$ cat src/rtl/core/rtufr_pkg.sv
// Package for the RTU frame receiver with CRC check.
// Holds the shared types, status codes, register indexes and defaults.
// No dependencies.
package rtufr_pkg;

  localparam int FRAME_BYTES_DEF = 128;

  localparam logic [7:0] DEVICE_ADDRESS_RST     = 8'd11;
  localparam logic [7:0] END_OF_FRAME_TICKS_RST = 8'd32;

  localparam logic       REG_DEVICE_ADDRESS     = 1'b0;
  localparam logic       REG_END_OF_FRAME_TICKS = 1'b1;

  localparam logic [15:0] CRC_INIT = 16'hFFFF;
  localparam logic [15:0] CRC_POLY = 16'hA001;

  localparam logic [7:0] FC_READ_HOLDING  = 8'd3;
  localparam logic [7:0] FC_READ_INPUT    = 8'd4;
  localparam logic [7:0] FC_WRITE_SINGLE  = 8'd6;
  localparam logic [7:0] FC_WRITE_MULTI   = 8'd16;

  localparam logic ACT_BYTE = 1'b0;
  localparam logic ACT_TICK = 1'b1;

  typedef enum logic [2:0] {
    ST_OK          = 3'd0,
    ST_UNSUPPORTED = 3'd1,
    ST_ADDR_MISS   = 3'd2,
    ST_CRC_ERROR   = 3'd3,
    ST_SHORT       = 3'd4,
    ST_OVERFLOW    = 3'd5
  } status_t;

  typedef struct packed {
    logic       action;
    logic [7:0] rx_byte;
  } in_item_t;

  typedef struct packed {
    logic [7:0] frame_length;
    logic [7:0] function_code;
    logic [7:0] slave_address;
    status_t    status;
  } result_t;

  typedef struct packed {
    logic [7:0] device_address;
    logic [7:0] end_of_frame_ticks;
  } cfg_t;

endpackage

$ cat src/rtl/core/rtufr_in_stage.sv
// Input register of the RTU frame receiver.
// Holds one accepted transaction until the frame core takes it; uses rtufr_pkg.
module rtufr_in_stage (
  input  logic               clk,
  input  logic               rst_n,
  input  logic               s_valid,
  output logic               s_ready,
  input  rtufr_pkg::in_item_t s_item,
  input  logic               take,
  output logic               valid_r,
  output rtufr_pkg::in_item_t item_r
);

  logic valid_nxt;

  assign s_ready = !valid_r || take;

  always_comb begin
    if (s_valid && s_ready) begin
      valid_nxt = 1'b1;
    end else if (take) begin
      valid_nxt = 1'b0;
    end else begin
      valid_nxt = valid_r;
    end
  end

  always_ff @(posedge clk) begin
    if (!rst_n) begin
      valid_r <= 1'b0;
    end else begin
      valid_r <= valid_nxt;
    end
  end

  always_ff @(posedge clk) begin
    if (s_valid && s_ready) begin
      item_r <= s_item;
    end
  end

endmodule

$ cat src/rtl/core/rtufr_frame_core.sv
// Frame state, CRC accumulation and end-of-frame classification.
// One transaction per cycle unless an end stalls; uses rtufr_pkg.
module rtufr_frame_core #(
  parameter int FRAME_BYTES = rtufr_pkg::FRAME_BYTES_DEF
) (
  input  logic                clk,
  input  logic                rst_n,
  input  rtufr_pkg::cfg_t     cfg,
  input  logic                item_valid,
  input  rtufr_pkg::in_item_t item,
  input  logic                out_free,
  output logic                take,
  output logic                res_load,
  output rtufr_pkg::result_t  res
);

  localparam int CW = $clog2(FRAME_BYTES + 1);
  localparam logic [CW-1:0] FULL_COUNT  = CW'(FRAME_BYTES);
  localparam logic [CW-1:0] SHORT_LIMIT = CW'(4);
  localparam logic [CW-1:0] HDR_LIMIT   = CW'(2);

  function automatic logic [15:0] crc_feed(input logic [15:0] crc_in, input logic [7:0] b);
    logic [15:0] c;
    c = crc_in ^ {8'h00, b};
    for (int i = 0; i < 8; i++) begin
      if (c[0]) begin
        c = (c >> 1) ^ rtufr_pkg::CRC_POLY;
      end else begin
        c = c >> 1;
      end
    end
    return c;
  endfunction

  logic [CW-1:0] byte_count_r, byte_count_nxt;
  logic          overflowed_r, overflowed_nxt;
  logic [7:0]    idle_ticks_r, idle_ticks_nxt;
  logic [15:0]   crc_r, crc_nxt;
  logic [7:0]    recent0_r, recent0_nxt, recent1_r, recent1_nxt;
  logic [7:0]    hdr0_r, hdr0_nxt, hdr1_r, hdr1_nxt;

  logic [8:0]    next_idle;
  logic          frame_end;
  logic [CW+7:0] len_ext;
  rtufr_pkg::status_t status;

  assign next_idle = {1'b0, idle_ticks_r} + 9'd1;
  assign frame_end = (item.action == rtufr_pkg::ACT_TICK) && (byte_count_r != '0)
                     && (next_idle > {1'b0, cfg.end_of_frame_ticks});
  assign take      = item_valid && (!frame_end || out_free);
  assign res_load  = take && frame_end;
  assign len_ext   = {8'h00, byte_count_r};

  always_comb begin
    priority if (overflowed_r) begin
      status = rtufr_pkg::ST_OVERFLOW;
    end else if (byte_count_r < SHORT_LIMIT) begin
      status = rtufr_pkg::ST_SHORT;
    end else if (crc_r != {recent1_r, recent0_r}) begin
      status = rtufr_pkg::ST_CRC_ERROR;
    end else if (hdr0_r != cfg.device_address) begin
      status = rtufr_pkg::ST_ADDR_MISS;
    end else if (hdr1_r == rtufr_pkg::FC_READ_HOLDING || hdr1_r == rtufr_pkg::FC_READ_INPUT
                 || hdr1_r == rtufr_pkg::FC_WRITE_SINGLE
                 || hdr1_r == rtufr_pkg::FC_WRITE_MULTI) begin
      status = rtufr_pkg::ST_OK;
    end else begin
      status = rtufr_pkg::ST_UNSUPPORTED;
    end
  end

  assign res.status        = status;
  assign res.slave_address = hdr0_r;
  assign res.function_code = hdr1_r;
  assign res.frame_length  = len_ext[7:0];

  always_comb begin
    byte_count_nxt = byte_count_r;
    overflowed_nxt = overflowed_r;
    idle_ticks_nxt = idle_ticks_r;
    crc_nxt        = crc_r;
    recent0_nxt    = recent0_r;
    recent1_nxt    = recent1_r;
    hdr0_nxt       = hdr0_r;
    hdr1_nxt       = hdr1_r;
    if (take) begin
      if (item.action == rtufr_pkg::ACT_BYTE) begin
        idle_ticks_nxt = 8'd0;
        if (byte_count_r >= FULL_COUNT) begin
          overflowed_nxt = 1'b1;
        end else begin
          if (byte_count_r < HDR_LIMIT) begin
            if (byte_count_r[0]) begin
              hdr1_nxt = item.rx_byte;
            end else begin
              hdr0_nxt = item.rx_byte;
            end
          end else begin
            crc_nxt = crc_feed(crc_r, recent0_r);
          end
          recent0_nxt    = recent1_r;
          recent1_nxt    = item.rx_byte;
          byte_count_nxt = byte_count_r + CW'(1);
        end
      end else if (frame_end) begin
        byte_count_nxt = '0;
        overflowed_nxt = 1'b0;
        idle_ticks_nxt = 8'd0;
        crc_nxt        = rtufr_pkg::CRC_INIT;
        recent0_nxt    = 8'd0;
        recent1_nxt    = 8'd0;
        hdr0_nxt       = 8'd0;
        hdr1_nxt       = 8'd0;
      end else begin
        idle_ticks_nxt = next_idle[8] ? 8'hFF : next_idle[7:0];
      end
    end
  end

  always_ff @(posedge clk) begin
    if (!rst_n) begin
      byte_count_r <= '0;
      overflowed_r <= 1'b0;
      idle_ticks_r <= 8'd0;
      crc_r        <= rtufr_pkg::CRC_INIT;
      recent0_r    <= 8'd0;
      recent1_r    <= 8'd0;
      hdr0_r       <= 8'd0;
      hdr1_r       <= 8'd0;
    end else begin
      byte_count_r <= byte_count_nxt;
      overflowed_r <= overflowed_nxt;
      idle_ticks_r <= idle_ticks_nxt;
      crc_r        <= crc_nxt;
      recent0_r    <= recent0_nxt;
      recent1_r    <= recent1_nxt;
      hdr0_r       <= hdr0_nxt;
      hdr1_r       <= hdr1_nxt;
    end
  end

endmodule

$ cat src/rtl/core/rtufr_out_stage.sv
// Result register of the RTU frame receiver.
// Holds one status transaction until the consumer takes it; uses rtufr_pkg.
module rtufr_out_stage (
  input  logic               clk,
  input  logic               rst_n,
  input  logic               load,
  input  rtufr_pkg::result_t res,
  output logic               free,
  output logic               m_valid,
  input  logic               m_ready,
  output rtufr_pkg::result_t m_res
);

  logic valid_r, valid_nxt;
  rtufr_pkg::result_t res_r;

  assign free    = !valid_r || m_ready;
  assign m_valid = valid_r;
  assign m_res   = res_r;

  always_comb begin
    if (load) begin
      valid_nxt = 1'b1;
    end else if (m_ready) begin
      valid_nxt = 1'b0;
    end else begin
      valid_nxt = valid_r;
    end
  end

  always_ff @(posedge clk) begin
    if (!rst_n) begin
      valid_r <= 1'b0;
    end else begin
      valid_r <= valid_nxt;
    end
  end

  always_ff @(posedge clk) begin
    if (load) begin
      res_r <= res;
    end
  end

endmodule

$ cat src/rtl/core/rtu_frame_receiver_crc_check.sv
// Top level of the RTU frame receiver with CRC check.
// Uses rtufr_pkg, rtufr_in_stage, rtufr_frame_core and rtufr_out_stage.
//
//  channel | direction | payload
//  in_     | slave     | tdata = rx_byte, tuser = action (0 byte, 1 tick)
//  out_    | master    | tdata = status, slave_address, function_code, frame_length
//  cfg_    | write     | index 0 device_address, index 1 end_of_frame_ticks
//
// A stalled result blocks only a frame-ending tick; otherwise one transaction is accepted
// per cycle. The frame core works on it in the cycle after the edge that registers it, and
// the out stage registers the status when the core takes the ending tick. The throughput is
// set by the single pass through the frame core. Reset is synchronous and active low.
module rtu_frame_receiver_crc_check #(
  parameter int FRAME_BYTES = rtufr_pkg::FRAME_BYTES_DEF
) (
  input  logic        clk,
  input  logic        rst_n,
  input  logic        in_tvalid,
  output logic        in_tready,
  input  logic [7:0]  in_tdata,   // [7:0] rx_byte
  input  logic        in_tuser,   // [0] action
  output logic        out_tvalid,
  input  logic        out_tready,
  output logic [31:0] out_tdata,  // [2:0] status, [10:3] slave_address,
                                  // [18:11] function_code, [26:19] frame_length
  input  logic        cfg_we,
  input  logic        cfg_index,
  input  logic [7:0]  cfg_wdata
);

  rtufr_pkg::cfg_t     cfg_r;
  rtufr_pkg::in_item_t s_item, item_r;
  rtufr_pkg::result_t  res, m_res;
  logic item_valid, take, res_load, out_free;

  always_ff @(posedge clk) begin
    if (!rst_n) begin
      cfg_r.device_address     <= rtufr_pkg::DEVICE_ADDRESS_RST;
      cfg_r.end_of_frame_ticks <= rtufr_pkg::END_OF_FRAME_TICKS_RST;
    end else if (cfg_we) begin
      unique case (cfg_index)
        rtufr_pkg::REG_DEVICE_ADDRESS:     cfg_r.device_address     <= cfg_wdata;
        rtufr_pkg::REG_END_OF_FRAME_TICKS: cfg_r.end_of_frame_ticks <= cfg_wdata;
        default: ;
      endcase
    end
  end

  assign s_item.action  = in_tuser;
  assign s_item.rx_byte = in_tdata;

  rtufr_in_stage u_in (
    .clk     (clk),
    .rst_n   (rst_n),
    .s_valid (in_tvalid),
    .s_ready (in_tready),
    .s_item  (s_item),
    .take    (take),
    .valid_r (item_valid),
    .item_r  (item_r)
  );

  rtufr_frame_core #(.FRAME_BYTES(FRAME_BYTES)) u_core (
    .clk        (clk),
    .rst_n      (rst_n),
    .cfg        (cfg_r),
    .item_valid (item_valid),
    .item       (item_r),
    .out_free   (out_free),
    .take       (take),
    .res_load   (res_load),
    .res        (res)
  );

  rtufr_out_stage u_out (
    .clk     (clk),
    .rst_n   (rst_n),
    .load    (res_load),
    .res     (res),
    .free    (out_free),
    .m_valid (out_tvalid),
    .m_ready (out_tready),
    .m_res   (m_res)
  );

  assign out_tdata = {5'b00000, m_res};

endmodule

$ cat config.mk
export PLATFORM = sky130hd
export DESIGN_NAME = rtu_frame_receiver_crc_check
export DESIGN_NICKNAME = d
export VERILOG_FILES = /design/src/rtl/core/rtufr_pkg.sv /design/src/rtl/core/rtufr_in_stage.sv /design/src/rtl/core/rtufr_frame_core.sv /design/src/rtl/core/rtufr_out_stage.sv /design/src/rtl/core/rtu_frame_receiver_crc_check.sv
export SDC_FILE = /design/constraint.sdc
export NUM_CORES = 1
export LEC_CHECK = 0
export BUFFER_PORTS_ARGS = -buffer_cell sky130_fd_sc_hd__buf_2
export CAP_MARGIN = 15
export CORE_MARGIN = 3
export CORE_UTILIZATION = 40
export CTS_CLUSTER_SIZE = 24
export DETAILED_ROUTE_END_ITERATION = 8
export PLACE_DENSITY = 0.56
export SYNTH_ARGS = -nofsm -noshare
export SYNTH_HDL_FRONTEND = slang
export SYNTH_SLANG_ARGS = --single-unit
$ cat constraint.sdc
create_clock -name clk -period 6.2 [get_ports clk]
set_input_delay 0.31 -clock clk [delete_from_list [all_inputs] [get_ports clk]]
set_output_delay 0.31 -clock clk [all_outputs]
set_load 0.1 [all_outputs]
# Yosys cells after proc, flatten, opt, wreduce, memory -nomap -nowiden
# Index checks and enable logic that the tools add are counted.
dict set report op_classes {
  n_reduce_logical 28
  n_eq_ne 10
  order_cmp 4
  bitwise 10
  add_sub_neg 2
  muxes 69
}
# op n
set ops {}
lappend ops {{$mux 16} 40}
lappend ops {{$mux 8} 18}
lappend ops {{$not 2->3} 8}
lappend ops {{$eq 8x3->1 const B} 2}
lappend ops {{$ne 16x16->1} 1}
lappend ops {{$xor 16x8->16} 1}
lappend ops {{$reduce_and 5->1} 2}
lappend ops {{$reduce_bool 2->1} 5}
lappend ops {{$add 8x1->9 const B} 1}
lappend ops {{$gt 9x8->1} 1}
lappend ops {{$mux 1} 9}
lappend ops {{$add 8x1->8 const B} 1}
lappend ops {{$eq 8x2->1 const B} 1}
lappend ops {{$eq 8x5->1 const B} 1}
lappend ops {{$ge 8x8->1 const B} 1}
lappend ops {{$lt 8x2->1 const B} 1}
lappend ops {{$lt 8x3->1 const B} 1}
lappend ops {{$ne 8x8->1} 1}
lappend ops {{$reduce_bool 8->1} 1}
lappend ops {{$logic_or 1x1->1} 6}
lappend ops {{$ne 2x2->1 const B} 3}
lappend ops {{$reduce_and 3->1} 2}
lappend ops {{$logic_and 1x1->1} 5}
lappend ops {{$mux 2} 2}
lappend ops {{6 further kinds} 9}
dict set report totals {
  register_bits 119
  elab_cells 142
  out_inout_bits 34
  in_bits 23
}

# Longest topological paths before layout
dict set report depth {
  word_depth 48
  depth_mapped 14
}

# Hierarchy
# A second synthesis with hierarchy kept.
dict set report unflattened {
  hier_cells 521
  hier_area_um2 5258.8
}
# module area_per_inst_um2 instances cells_per_inst
set modules_own_cells {}
lappend modules_own_cells {rtufr_frame_core 3404.5 1 403}
lappend modules_own_cells {rtufr_out_stage 859.6 1 31}
lappend modules_own_cells {rtu_frame_receiver_crc_check 666.9 1 73}
lappend modules_own_cells {rtufr_in_stage 327.8 1 14}

# Worst setup path after synthesis
# No wires, ideal clock.
dict set report synth_timing {
  kind {reg-to-reg}
  from {reg u_core.idle_ticks_r[2]}
  to {reg u_core.recent1_r[7]}
  setup_ns 0.128
  t_required_ns 6.072
  arrival_time_ns 2.901
  setup_slack_ns 3.171
  stages_incl_launch_ff 15
  path_cell_list {dfxtp_1 nand3_1 nor2_1 and3_1 xnor2_1 inv_1 ha_1 nand4_1 o22ai_1 o21bai_1 a211oi_1 buf_2 buf_2 a2bb2oi_1 nor2_1}
}
dict set report synth_between {
  elab_chain_cells 7
  elab_cells_between_ends 8
  classes_between {add/sub (1); order compare (1); eq/ne (1); reduce/logical (5)}
}
# element line_no
set synth_rtl {}
lappend synth_rtl {{from (decl)} rtufr_frame_core.sv:37} ;# logic [7:0] idle_ticks_r, idle_ticks_nxt;
lappend synth_rtl {{from (signal assigned)} rtufr_frame_core.sv:133} ;# idle_ticks_r <= idle_ticks_nxt;
lappend synth_rtl {{$add 8x1->9 *} rtufr_frame_core.sv:47} ;# assign next_idle = {1'b0, idle_ticks_r} + 9'd1;
lappend synth_rtl {{$gt 9x8->1 *} rtufr_frame_core.sv:49} ;# && (next_idle > {1'b0, cfg.end_of_frame_ticks});
lappend synth_rtl {{$logic_and 1x1->1 *} rtufr_frame_core.sv:49}
lappend synth_rtl {{$logic_not 1->1} rtufr_frame_core.sv:50} ;# assign take = item_valid && (!frame_end || out_free);
lappend synth_rtl {{$logic_or 1x1->1} rtufr_frame_core.sv:50}
lappend synth_rtl {{$logic_and 1x1->1} rtufr_frame_core.sv:50}
lappend synth_rtl {{$reduce_and 3->1 (no source line) *} n/a}
lappend synth_rtl {{to (signal assigned)} rtufr_frame_core.sv:136} ;# recent1_r <= recent1_nxt;
lappend synth_rtl {{to (decl)} rtufr_frame_core.sv:39} ;# logic [7:0] recent0_r, recent0_nxt, recent1_r, recent1_nxt;
# Every way passes the cells marked *; elsewhere a longest branch is shown, timed or not.
# A chain may end at the register's enable or synchronous reset.

# Worst setup path in the final report
dict set report layout_timing {
  from {reg u_core.idle_ticks_r[0]}
  to {reg u_core.crc_r[11]}
}
dict set report layout_between {
  elab_chain_cells 7
  elab_cells_between_ends 8
  classes_between {add/sub (1); order compare (1); eq/ne (1); reduce/logical (5)}
}
# element line_no
set layout_rtl {}
lappend layout_rtl {{$add 8x1->9 *} rtufr_frame_core.sv:47}
lappend layout_rtl {{$gt 9x8->1 *} rtufr_frame_core.sv:49}
lappend layout_rtl {{$logic_and 1x1->1 *} rtufr_frame_core.sv:49}
lappend layout_rtl {{$logic_not 1->1} rtufr_frame_core.sv:50}
lappend layout_rtl {{$logic_or 1x1->1} rtufr_frame_core.sv:50}
lappend layout_rtl {{$logic_and 1x1->1} rtufr_frame_core.sv:50}
lappend layout_rtl {{$reduce_and 4->1 (no source line) *} n/a}
lappend layout_rtl {{to (signal assigned)} rtufr_frame_core.sv:125} ;# crc_r <= rtufr_pkg::CRC_INIT;
lappend layout_rtl {{to (signal assigned)} rtufr_frame_core.sv:134} ;# crc_r <= crc_nxt;
lappend layout_rtl {{to (decl)} rtufr_frame_core.sv:38} ;# logic [15:0] crc_r, crc_nxt;
# Marks and branches as above.

==> impl_metrics.yaml <==
route:
  drc: 0
  wl_um: 11600
  vias_per_cell: 5.09
  ant_nets: 0
  wl_per_cell_um: 15.0
  via_count: 3925
  drtPass1Iterations: 4
  first_iter_violations: 185
timing:
  drv_slew: 0
  fmax_mhz: 264
  min_period_ns: 3.79
  fin_crit_sh: 0.611
  slew_headroom: 0.260
  tightestPinTransition_ns: 1.10
  skew_ns: 0.00652
  setup_viol: 0
  grt_setup_unrepaired: "false"
  finalSetupTns_ns: 0
  hold_ws_ns: 0.0666
  hold_viol: 0
pwr:
  p_leak_nw: 2.39
  peakVddDrop_uv: 163
  p_per_area_nw_per_um2: 293
synth:
  synth_cell_type_count: 54
  yosysTopAreaCellShare: 0.315
  yosysSeqAreaShare: 0.521
  syn_inst: 539
  synth_edf_count: 36
  synthFlopType: "dfxtp_1"
  syn_area_um2: 5270
  ys_seq_elements: 119
  ys_async_sr_fraction: 0
  synth_warnings: 0
  postSynthAreaPerCell_um2: 9.77
  yosysTopAreaCell: "dfxtp_1"
  synth_area_leaders: "dfxtp_1 32%, edfxtp_1 21%, nand2_1 5.9%"
global_routing:
  grt_use_total: 0.169
  antenna_found_initial: 0
  grt_pass1_wl_um: 19000
  grt_pass1_vias: 3751
  grt_max_degree: 44
  overflow: 0
hold_path:
  min_path_cells: 1
  hold_start: "in_tdata[7]"
  holdPathEnd: "u_in.item_r[7]$_DFFE_PP_"
  hold_path_class: "in2reg"
critical_path:
  worstSetupStartpointType: "flip-flop"
  r2r_setup_slack_ns: 2.41
  r2r_end: "u_core.crc_r[11]$_SDFFE_PN1P_"
  worstPathRequired_ns: 6.56
  end_kind: "flip-flop"
  worst-setup-path-type: "reg2reg"
  reg2reg_from: "u_core.idle_ticks_r[0]$_SDFFE_PN0P_"
  critPathMaxFanout: 24
  arrival_ns: 4.15
  r2r_cells: 11
place:
  gp_congestion: 0.852
  place_hpwl_um: 8240
  port_buffers: 51
cts:
  ctsResizeCount: 0
  clock_path_buffers: 2
  cts_tree: "done"
  clock_latency_ns: 0.41
  cts.sinks: 119
  htreeDepth: 4
  cts_setup_buffers: 0
  clkTransAtPathRegs_ns: 0.05
  cts-root-buf: "clkbuf_16"
  cts_made_buffers: 17
  holdBufCountCts: 0
die:
  initial_core_util: 0.414
  rows: 41
  num_io_pins: 57
  fp.dieH_um: 121
  die_w_um: 121
  coreArea_um2: 12700
  die_area_um2: 14600
final_layout:
  area_growth_pct: 17.4
  diodes: 0
  nNetsFinal: 623
  final_cell_mix: "83 x nand2_1, 83 x dfxtp_1, 51 x buf_2, 40 x nor2_1, 36 x edfxtp_1"
  final.fill_count: 1250
  drive_gt1_frac: 0.155
run:
  cap_violations: 0
status:
  status: "finished, final reports clean"
## worst max path at each step
stage | end | startpoint | slack (ns)
floorplan | u_core.recent1_r[7]$_SDFFE_PN0P_ | u_core.idle_ticks_r[2]$_SDFFE_PN0P_ | 3.17
global placement | u_core.crc_r[11]$_SDFFE_PN1P_ | u_core.idle_ticks_r[0]$_SDFFE_PN0P_ | 2.45
detailed placement | u_core.crc_r[9]$_SDFFE_PN1P_ | u_core.idle_ticks_r[0]$_SDFFE_PN0P_ | 2.40
CTS | u_core.crc_r[11]$_SDFFE_PN1P_ | u_core.idle_ticks_r[0]$_SDFFE_PN0P_ | 2.37
global route | u_core.crc_r[9]$_SDFFE_PN1P_ | u_core.idle_ticks_r[0]$_SDFFE_PN0P_ | 1.98
finish | u_core.crc_r[11]$_SDFFE_PN1P_ | u_core.idle_ticks_r[0]$_SDFFE_PN0P_ | 2.41
## flip-flops by register name, summed over array words and instances, names as in the netlist, 8 cells and up
signal,cells
cfg_r,16
u_core.byte_count_r,8
u_core.crc_r,16
u_core.hdr0_r,8
u_core.hdr1_r,8
u_core.idle_ticks_r,8
u_core.recent0_r,8
u_core.recent1_r,8
u_in.item_r,9
u_out.m_res,27
## routing by layer
metal,track usage,wire (um)
met2,0.262,5470
met5,0,0
met3,0.0533,507
met4,0.0786,174
met1,0.214,5450
## critical path: stages (launching register included)
cell	delay, ns
dfxtp_1	0.40
ha_1	0.27
nand2_1	0.15
nor2_1	0.15
xnor2_1	0.11
ha_1	0.32
nand4_1	0.14
nor3_1	0.31
o21bai_1	0.19
a211oi_4	0.87
or3_1	0.60
o22a_1	0.23
## per-stage QoR
step                      std cells  worst slack, ns  utilization  power [mW]  instance area (um2)
after floorplan                 543             3.17            -       0.922                 5280
after CTS                       770             2.37        0.486        1.84                 6180
after global routing            771             1.98        0.486        1.88                 6180
after detailed placement        738             2.40        0.444       0.947                 5640
after global placement          738             2.45        0.444       0.946                 5640
final                           771             2.41        0.486        1.81                 6180
## cells in the mapped netlist, drive strengths merged (2+ instances only)
master	n
o22ai	2
mux2i	3
or4	3
o21a	5
nand4	6
nor2	40
dfxtp	83
a2bb2oi	28
nand2	83
o22a	10
ha	14
a21oi	27
inv	18
nor3	7
nor2b	3
and2	13
a31o	2
nor4	7
nand3	20
edfxtp	36
nand2b	5
clkbuf	16
xnor2	30
o31a	2
o21bai	2
or3b	2
buf	16
a211oi	5
a211o	2
o21ai	14
or3	9
xor2	9
## power breakdown
group          internal (mW)  switching (mW)
sequential             0.818          0.0181
clock                  0.550           0.331
combinational         0.0334          0.0627
total                   1.40           0.411
## final cells by class
cell class | instances | area (um2) | share of cell area
Clock buffer | 20 | 447 | 0.0722
Clock inverter | 12 | 86.3 | 0.0140
Inverter | 19 | 71.3 | 0.0115
Multi-Input combinational cell | 373 | 2330 | 0.377
Sequential cell | 119 | 2740 | 0.443
Tap cell | 172 | 215 | 0.0348
Timing Repair Buffer | 56 | 293 | 0.0473
## kinds of logic (layout without fill, tap and decap cells)
family | after synthesis | count (layout) | synth area share
and+or+nand+nor | 203 | 203 | 0.179
DFF | 119 | 119 | 0.521
AOI/OAI and AO/OA | 108 | 108 | 0.148
buffers and inverters | 51 | 107 | 0.0437
xor gates and xnor gates | 40 | 40 | 0.0691
adders and majority gates | 14 | 14 | 0.0333
muxes | 3 | 3 | 0.00570
other | 1 | 5 | 0.000712
Power figures use the tool's default switching activity.
